`src/rtl/hkst_pkg.sv`:
```
// Shared types and constants for the hashed key set table.
// Used by the controller, the datapath, the top level and the checker.
`default_nettype none

package hkst_pkg;

	localparam int KEY_MOD    = 997;  // hash modulus
	localparam int REM_W      = 10;   // remainder width, holds 0..996; also the fold width
	localparam int FOLD_MUL   = (1 << REM_W) % KEY_MOD;  // weight of the bits above the fold
	localparam int HASH_STEPS = 7;    // six folds, the seventh reduces below the modulus
	localparam int HCNT_W     = 3;
	localparam int DATA_W     = 32;

	typedef enum logic [2:0] {
		CMD_ADD    = 3'd0,
		CMD_REMOVE = 3'd1,
		CMD_HAS    = 3'd2,
		CMD_INC    = 3'd3,
		CMD_DEC    = 3'd4
	} command_t;

	typedef enum logic [1:0] {
		ST_DONE = 2'd0,
		ST_MISS = 2'd1,
		ST_FULL = 2'd2
	} status_t;

	typedef enum logic [2:0] {
		S_IDLE,
		S_HASH,
		S_SCAN,
		S_SHIFT,
		S_ADJ,
		S_RESP
	} state_t;

	// write action of the read-back stage
	typedef enum logic [1:0] {
		W_NONE,
		W_SHIFT,
		W_INC,
		W_DEC
	} wmode_t;

	typedef struct packed {
		logic    load;           // capture value, start hash, rewind pointer
		logic    hash_step;
		logic    rd_en;          // read entry at pointer, advance pointer
		logic    ptr_load_next;  // pointer to entry after the matching one
		wmode_t  wmode;
		logic    append;         // write key at the end of the list
		logic    cnt_inc;
		logic    cnt_dec;
		logic    res_load;
		status_t res_status;
	} dp_cmd_t;

	typedef struct packed {
		logic hash_last;
		logic ptr_end;   // pointer reached entry count
		logic vld_s1;    // read data pending in stage one
		logic match;     // stage-one entry equals key
		logic full;
	} dp_sts_t;

endpackage

`default_nettype wire

```
`src/rtl/hashed_key_set_table_top.sv`:
```
// Add, remove and contain fold the value to its key, then scan with one memory read per entry;
// remove then shifts the later entries down, and increment and decrement rewrite every entry.
// Other commands go straight to the result; every result may wait on m_tready.
// One item at a time; the next is taken in the cycle after its result is loaded,
// also while that result still waits. Stream ports around hkst_ctrl and hkst_dp.
// arst_n clears the entry count and control; entry memory is not cleared.
`default_nettype none

module hashed_key_set_table_top #(
	parameter int CAPACITY = 64
) (
	input  wire logic        clk,
	input  wire logic        arst_n,
	input  wire logic        s_tvalid,
	output logic             s_tready,
	input  wire logic [39:0] s_tdata,   // [2:0] command, [34:3] value, rest zero
	output logic             m_tvalid,
	input  wire logic        m_tready,
	output logic [15:0]      m_tdata    // [1:0] status, [8:2] count, rest zero
);
	import hkst_pkg::*;

	dp_cmd_t    cmd;
	dp_sts_t    sts;
	logic [1:0] res_status;
	logic [6:0] res_count;

	hkst_ctrl u_ctrl (
		.clk       (clk),
		.arst_n    (arst_n),
		.in_valid  (s_tvalid),
		.in_ready  (s_tready),
		.command   (s_tdata[2:0]),
		.out_valid (m_tvalid),
		.out_ready (m_tready),
		.sts       (sts),
		.cmd       (cmd)
	);

	hkst_dp #(
		.CAPACITY (CAPACITY)
	) u_dp (
		.clk        (clk),
		.arst_n     (arst_n),
		.value      (s_tdata[34:3]),
		.cmd        (cmd),
		.sts        (sts),
		.res_status (res_status),
		.res_count  (res_count)
	);

	assign m_tdata = {7'd0, res_count, res_status};

endmodule

`default_nettype wire

```
`src/rtl/hkst_dp.sv`:
```
// Datapath: hash unit, entry memory with its scan pipeline, count and result register.
// Depends on hkst_pkg; driven by hkst_ctrl.
`default_nettype none

module hkst_dp #(
	parameter int CAPACITY = 64
) (
	input  wire logic             clk,
	input  wire logic             arst_n,
	input  wire logic [31:0]      value,
	input  wire hkst_pkg::dp_cmd_t cmd,
	output hkst_pkg::dp_sts_t     sts,
	output logic [1:0]            res_status,
	output logic [6:0]            res_count
);
	import hkst_pkg::*;

	localparam int CW = $clog2(CAPACITY + 1);
	localparam int AW = (CAPACITY > 1) ? $clog2(CAPACITY) : 1;

	logic [DATA_W-1:0] mem_q [CAPACITY];

	logic [DATA_W-1:0] mag_q;
	logic              sign_q;
	logic [REM_W-1:0]  rem_q;
	logic [HCNT_W-1:0] hcnt_q;
	logic [DATA_W-1:0] fold_hi;
	logic [DATA_W-1:0] fold_lo;
	logic [DATA_W-1:0] fold_n;
	logic [REM_W-1:0]  rem_n;
	logic [DATA_W-1:0] rem_ext;
	logic [DATA_W-1:0] key;

	logic [CW-1:0]     ptr_q;
	logic [CW-1:0]     cnt_q;
	logic              vld_s1;
	logic [AW-1:0]     idx_s1;
	logic [DATA_W-1:0] rd_data_s1;

	logic              wr_en;
	logic [AW-1:0]     wr_addr;
	logic [DATA_W-1:0] wr_data;
	logic [31:0]       cnt_ext;
	logic [1:0]        res_status_q;
	logic [6:0]        res_count_q;

	// 2^10 is 27 mod 997, so hi * 1024 + lo folds to hi * 27 + lo with the same
	// remainder; six folds bring the magnitude below 1024, one compare-subtract ends it
	assign fold_hi = {{REM_W{1'b0}}, mag_q[DATA_W-1:REM_W]};
	assign fold_lo = {{(DATA_W-REM_W){1'b0}}, mag_q[REM_W-1:0]};
	assign fold_n  = fold_hi * DATA_W'(FOLD_MUL) + fold_lo;
	assign rem_n   = (mag_q[REM_W-1:0] >= REM_W'(KEY_MOD)) ?
		mag_q[REM_W-1:0] - REM_W'(KEY_MOD) : mag_q[REM_W-1:0];
	assign rem_ext = {{(DATA_W-REM_W){1'b0}}, rem_q};
	assign key     = sign_q ? (32'd0 - rem_ext) : rem_ext;

	always_ff @(posedge clk or negedge arst_n) begin
		if (!arst_n) begin
			hcnt_q <= '0;
		end else if (cmd.load) begin
			hcnt_q <= '0;
		end else if (cmd.hash_step) begin
			hcnt_q <= hcnt_q + 1'b1;
		end
	end

	always_ff @(posedge clk) begin
		if (cmd.load) begin
			sign_q <= value[31];
			mag_q  <= value[31] ? (32'd0 - value) : value;
			rem_q  <= '0;
		end else if (cmd.hash_step) begin
			mag_q <= fold_n;
			rem_q <= rem_n;
		end
	end

	always_ff @(posedge clk or negedge arst_n) begin
		if (!arst_n) begin
			ptr_q  <= '0;
			cnt_q  <= '0;
			vld_s1 <= 1'b0;
		end else begin
			if (cmd.load) begin
				ptr_q <= '0;
			end else if (cmd.ptr_load_next) begin
				ptr_q <= CW'(idx_s1) + 1'b1;
			end else if (cmd.rd_en) begin
				ptr_q <= ptr_q + 1'b1;
			end
			if (cmd.cnt_inc) begin
				cnt_q <= cnt_q + 1'b1;
			end else if (cmd.cnt_dec) begin
				cnt_q <= cnt_q - 1'b1;
			end
			vld_s1 <= cmd.rd_en;
		end
	end

	always_ff @(posedge clk) begin
		if (cmd.rd_en) begin
			idx_s1 <= ptr_q[AW-1:0];
		end
	end

	always_comb begin
		wr_en   = 1'b0;
		wr_addr = idx_s1;
		wr_data = rd_data_s1;
		case (cmd.wmode)
			W_SHIFT: begin
				wr_en   = vld_s1;
				wr_addr = idx_s1 - 1'b1;
			end
			W_INC: begin
				wr_en   = vld_s1;
				wr_data = rd_data_s1 + 1'b1;
			end
			W_DEC: begin
				wr_en   = vld_s1;
				wr_data = rd_data_s1 - 1'b1;
			end
			default: begin
			end
		endcase
		if (cmd.append) begin
			wr_en   = 1'b1;
			wr_addr = cnt_q[AW-1:0];
			wr_data = key;
		end
	end

	always_ff @(posedge clk) begin
		if (wr_en) begin
			mem_q[wr_addr] <= wr_data;
		end
		if (cmd.rd_en) begin
			rd_data_s1 <= mem_q[ptr_q[AW-1:0]];
		end
	end

	assign cnt_ext = 32'(cnt_q);

	always_ff @(posedge clk) begin
		if (cmd.res_load) begin
			res_status_q <= cmd.res_status;
			res_count_q  <= cnt_ext[6:0];
		end
	end

	assign res_status = res_status_q;
	assign res_count  = res_count_q;

	assign sts.hash_last = (hcnt_q == HCNT_W'(HASH_STEPS - 1));
	assign sts.ptr_end   = (ptr_q == cnt_q);
	assign sts.vld_s1    = vld_s1;
	assign sts.match     = vld_s1 && (rd_data_s1 == key);
	assign sts.full      = (cnt_q == CW'(CAPACITY));

endmodule

`default_nettype wire

```
`src/rtl/hkst_ctrl.sv`:
```
// Controller: sequences hashing, scanning, shifting and adjusting of entries.
// Depends on hkst_pkg; drives hkst_dp and the stream handshakes.
`default_nettype none

module hkst_ctrl (
	input  wire logic             clk,
	input  wire logic             arst_n,
	input  wire logic             in_valid,
	output logic                  in_ready,
	input  wire logic [2:0]       command,
	output logic                  out_valid,
	input  wire logic             out_ready,
	input  wire hkst_pkg::dp_sts_t sts,
	output hkst_pkg::dp_cmd_t     cmd
);
	import hkst_pkg::*;

	state_t      state_q, state_n;
	logic [2:0]  op_q;
	status_t     stat_q, stat_n;
	logic        out_vld_q;

	always_ff @(posedge clk or negedge arst_n) begin
		if (!arst_n) begin
			state_q   <= S_IDLE;
			op_q      <= CMD_ADD;
			stat_q    <= ST_DONE;
			out_vld_q <= 1'b0;
		end else begin
			state_q <= state_n;
			stat_q  <= stat_n;
			if (cmd.load) begin
				op_q <= command;
			end
			if (cmd.res_load) begin
				out_vld_q <= 1'b1;
			end else if (out_ready) begin
				out_vld_q <= 1'b0;
			end
		end
	end

	assign out_valid = out_vld_q;

	always_comb begin
		state_n        = state_q;
		stat_n         = stat_q;
		in_ready       = 1'b0;
		cmd            = '0;
		cmd.wmode      = W_NONE;
		cmd.res_status = stat_q;
		case (state_q)
			S_IDLE: begin
				in_ready = 1'b1;
				if (in_valid) begin
					cmd.load = 1'b1;
					stat_n   = ST_DONE;
					case (command)
						CMD_ADD, CMD_REMOVE, CMD_HAS: state_n = S_HASH;
						CMD_INC, CMD_DEC:             state_n = S_ADJ;
						default:                      state_n = S_RESP;
					endcase
				end
			end
			S_HASH: begin
				cmd.hash_step = 1'b1;
				if (sts.hash_last) begin
					state_n = S_SCAN;
				end
			end
			S_SCAN: begin
				cmd.rd_en = !sts.ptr_end && !sts.match;
				if (sts.match) begin
					case (op_q)
						CMD_REMOVE: begin
							cmd.ptr_load_next = 1'b1;
							state_n           = S_SHIFT;
						end
						CMD_ADD: begin
							stat_n  = ST_MISS;
							state_n = S_RESP;
						end
						default: begin
							stat_n  = ST_DONE;
							state_n = S_RESP;
						end
					endcase
				end else if (sts.ptr_end && !sts.vld_s1) begin
					state_n = S_RESP;
					if (op_q == CMD_ADD) begin
						if (sts.full) begin
							stat_n = ST_FULL;
						end else begin
							cmd.append  = 1'b1;
							cmd.cnt_inc = 1'b1;
							stat_n      = ST_DONE;
						end
					end else begin
						stat_n = ST_MISS;
					end
				end
			end
			S_SHIFT: begin
				// entry i+1 read this cycle is written to i the next
				cmd.wmode = W_SHIFT;
				cmd.rd_en = !sts.ptr_end;
				if (sts.ptr_end && !sts.vld_s1) begin
					cmd.cnt_dec = 1'b1;
					stat_n      = ST_DONE;
					state_n     = S_RESP;
				end
			end
			S_ADJ: begin
				cmd.wmode = (op_q == CMD_INC) ? W_INC : W_DEC;
				cmd.rd_en = !sts.ptr_end;
				if (sts.ptr_end && !sts.vld_s1) begin
					stat_n  = ST_DONE;
					state_n = S_RESP;
				end
			end
			S_RESP: begin
				if (!out_vld_q || out_ready) begin
					cmd.res_load = 1'b1;
					state_n      = S_IDLE;
				end
			end
			default: begin
				state_n = S_IDLE;
			end
		endcase
	end

endmodule

`default_nettype wire

```
`config.mk`:
```
export PLATFORM = sky130hd
export DESIGN_NAME = hashed_key_set_table_top
export DESIGN_NICKNAME = d
export VERILOG_FILES = /design/src/rtl/hkst_pkg.sv /design/src/rtl/hashed_key_set_table_top.sv /design/src/rtl/hkst_dp.sv /design/src/rtl/hkst_ctrl.sv
export SDC_FILE = /design/constraint.sdc
export NUM_CORES = 2
export LEC_CHECK = 0
export BUFFER_PORTS_ARGS = -buffer_cell sky130_fd_sc_hd__buf_2
export CORE_UTILIZATION = 30
export CTS_BUF_LIST = sky130_fd_sc_hd__clkbuf_16
export DETAILED_ROUTE_END_ITERATION = 10
export SKIP_LAST_GASP = 1
export SYNTH_ARGS = -nofsm -noshare
export SYNTH_HDL_FRONTEND = slang
export SYNTH_SLANG_ARGS = --single-unit
```
`constraint.sdc`:
```
create_clock -name clk -period 12.6 [get_ports clk]
set_input_delay 0.63 -clock clk [delete_from_list [all_inputs] [get_ports clk]]
set_output_delay 0.63 -clock clk [all_outputs]
set_load 0.05 [all_outputs]
```
==> metrics.md <==
| Metric | Value |
|---|---|
| Yosys top cell by area | `edfxtp_1` |
| Highest attainable clock frequency | `150.7 MHz` |
| Final setup vio count | `0` |
| Mean instance size in the synthesized netlist | `20.34 µm²` |
| DIE WIDTH | `549.7 µm` |
| Crit end category | `flip-flop` |
| DR WL/cell | `26.25 µm` |
| Pin count of the biggest net entering global routing | `100` |
| Most used DFF post-synth | `edfxtp_1` |
| Port Buffer Count | `49` |
| Final net count | `4,810` |
| Data arrival time of the worst path | `7.21 ns` |
| Worst-Skew Late Latency | `0.90 ns` |
| Crit path time final | `6.634 ns` |
| Share of the clock period used by the worst path | `52.65%` |
| Number of global-route vias before repair | `45,443` |
| Number of gates resized after cts | `0` |
| Number of DRC markers after the initial detailed-route iteration | `4,757` |
| Unrepaired setup endpoints after global routing | `false` |
| Leading cell types by total area after synthesis | `edfxtp_1 71%, mux4_2 17%, ha_1 1.5%` |
| RD Place Congestion | `0.8565` |
| Antenna-violating nets left | `0` |
| Level count of the clock H-tree | `4` |
| Hold/Removal Path Class | `in2reg` |
| Simple-gate area share of the yosys netlist | `2.962%` |
| Fraction of final layout cells sized beyond drive strength 1 | `26.66%` |
| List of most frequent post-synthesis cells | `2,128 x edfxtp_1, 665 x mux4_2, 146 x nand2_1` |
| Number of setup buffers added after CTS | `0` |
| Final-layout worst hold slack | `0.05719 ns` |
| Clock skew | `0.1056 ns` |
| Sequential area share after synthesis | `71.97%` |
| Peak supply drop | `0.0001383 V` |
| Layout fillers | `27,427` |
| Overall die height | `549.7 µm` |
| Compound-gate portion of the synthesized area | `2.867%` |
| PnR Total Power | `13.91 mW` |
| Wire length of the first global-routing pass | `326,900 µm` |
| Power Density | `135.0 nW/µm²` |
| Max Transition Viols Final | `0` |
| HPWL after detailed placement | `128,300 µm` |
| Leakage power | `26.65 nW` |
| Post-placement worst setup slack | `6.190 ns` |
| Buffers and inverters on the worst path | `2` |
| Standard-cell row count | `200` |
| Vias per inst | `5.163` |
| Clock transition at path regs | `0.06 ns` |
| Maximum buffer depth of the clock tree | `3` |
| Die Outline Area | `302,200 µm²` |
| Share of synthesized flip-flops with an asynchronous set or reset | `1.247%` |
| Crit path max-delay cell type | `a2111oi_0` |
| Number of vias in the routed layout | `45,092` |
| Fraction of post-synthesis cell area in the top cell type by area | `71.00%` |
| Register bit count reported by yosys | `2,165` |
| Synth warnings | `0` |
| Root buffer cell | `clkbuf_16` |
| Combinational family with the most area after synthesis | `multiplexers` |
| Critical path required time | `13.18 ns` |
| Post-synthesis cell area | `90,000 µm²` |
| Kind of critical path | `reg2reg` |
| TritonRoute pass-1 iters | `9` |
| Max-capacitance violation count | `0` |
| Crit-path max FO | `64` |
| Kind of cell with the highest combined delay on the critical path | `compound AO/OA/AOI/OAI gates` |
| Proportion of synthesized area in mux cells | `17.00%` |
| Final number of hold-violating endpoints | `0` |
| Run status | `complete, no violations` |
| Layout Area Growth over Synthesis | `14.48%` |
| TritonCTS sink count | `2,165` |
| Num CTS Buffers | `212` |
| Maximum cell stage delay along the critical path | `1.19 ns` |
| Initial Util | `30.25%` |
| Max-Slew Margin vs Limit | `3.886%` |
| Slack of the worst reg-to-reg path | `5.97 ns` |
| CTS tree | `built` |
| Post-synth EDFFs | `2,128` |
| Total Negative Setup Slacks | `0 ns` |
| Final setup slack of the worst path | `5.966 ns` |
| CP Launch Type | `flip-flop` |
| Final global-route overflow total | `0` |
| Routed wire length | `229,200 µm` |
| Number of antenna violations at the first check in global routing | `13` |
| Number of primary I/O pins | `62` |
| Cells after synthesis | `4,425` |
| Hold buffer count at CTS | `1` |
| Overall Global Routing Usage | `15.02%` |
| Core box area | `297,500 µm²` |
| Post-synth cell types | `80` |
| Crit-path cells | `nor2_1, nand2_1, nor2_2, buf_4, ha_1, a21oi_1, o211ai_1, a311oi_1, or3b_2, a311oi_1, nor2_1, a2111oi_0, a21oi_1, nor4_2, buf_4` |
| DRC Markers | `0` |
| Most instantiated library cell after synthesis | `edfxtp_1` |
| Area share of fa/ha/maj cells after synthesis | `2.374%` |
| Slew at the pin with the worst max-slew slack | `1.405 ns` |
| Xor/xnor cell area share of the yosys netlist | `1.357%` |
## flip-flops by register name, indices dropped and copies added, names as in the netlist, 3 cells and up
name             flops
u_dp.ptr_q           7
u_dp.res_count       7
u_dp.idx_s1          6
u_ctrl.op_q          3
u_dp.hcnt_q          3
u_dp.rd_data_s1     32
u_dp.rem_q          10
u_dp.cnt_q           7
u_dp.mem_q        2048
u_dp.mag_q          32
u_ctrl.state_q       3
## per-layer routing
layer  global-route usage, %  wire [µm]  up-vias
met5                       0         13        -
met4                   4.229       5694        2
met3                   3.015      17010      285
met2                   24.14     108900     1679
met1                   20.64      97600    24354
li1                        -          -    18772
## layout by cell type (no fill, tap or decap), drive strengths merged, types with 26 or more instances in the layout
cell,count
clkinv,86
a21oi,105
a21o,43
nand2b,26
mux4,665
xnor2,79
fa,38
dfrtp,27
nand2,146
xor2,50
o21ai,92
ha,110
clkbuf,212
nor3,31
nor2,143
inv,192
edfxtp,2128
nand3,48
buf,185
## cells by family after synthesis
group	after synthesis
adders and majority gates	148
muxes	696
other	1
xor gates and xnor gates	133
DFF	2165
buffers and inverters	341
and+or+nand+nor	540
AOI/OAI and AO/OA	401
## layout make-up
type | count | area, µm² | area share [%]
Timing Repair Buffer | 186 | 1289 | 1.251
Sequential cell | 2165 | 64790 | 62.88
Tap cell | 3939 | 4928 | 4.783
Antenna cell | 8 | 20.02 | 0.01943
Multi-Input combinational cell | 1925 | 24810 | 24.08
Inverter | 128 | 488.0 | 0.4736
Clock buffer | 212 | 5305 | 5.149
Clock inverter | 171 | 1406 | 1.365
## tightest hold or removal path, delay by kind of cell
kind                   cells  cell delay, ns
buffers and inverters      1            0.12
and+or+nand+nor            2            0.10
## through the flow
step           area [µm²]  std cells  util [%]
3_3_place_gp        96290       8342     32.36
4_1_cts            103000       8726     34.62
2_1_floorplan       90030       4431         -
6_report           103000       8734     34.63
3_5_place_dp        96290       8342     32.36
5_1_grt            103000       8727     34.62
## path summary, 6_finish.rpt
kind / from / end / cells past startpoint
min in group asynchronous: arst_n / u_ctrl.stat_q[0]$_DFFE_PN0P_ / 2
setup reg to reg: u_ctrl.state_q[0]$_DFFE_PN0P_ / u_dp.mem_q[38][31]$_DFFE_PP_ / 15
hold / removal: s_tdata[1] / u_ctrl.op_q[1]$_DFFE_PN0P_ / 3
setup / recovery: u_ctrl.state_q[0]$_DFFE_PN0P_ / u_dp.mem_q[38][31]$_DFFE_PP_ / 15
hold reg to reg: u_ctrl.stat_q[1]$_DFFE_PN0P_ / u_dp.res_status[1]$_DFFE_PP_ / 0
max in group asynchronous: arst_n / u_dp.ptr_q[2]$_DFFE_PN0P_ / 2
## power by group
group / switching, mW / internal [mW] / leakage [nW]
Sequential: 0.00000000000000000741 / 7.78 / 14.1
Clock: 2.72 / 3.37 / 3.48
Combinational: 0.0230 / 0.0125 / 9.11
Note: power is estimated with default switching activity, not from simulation.
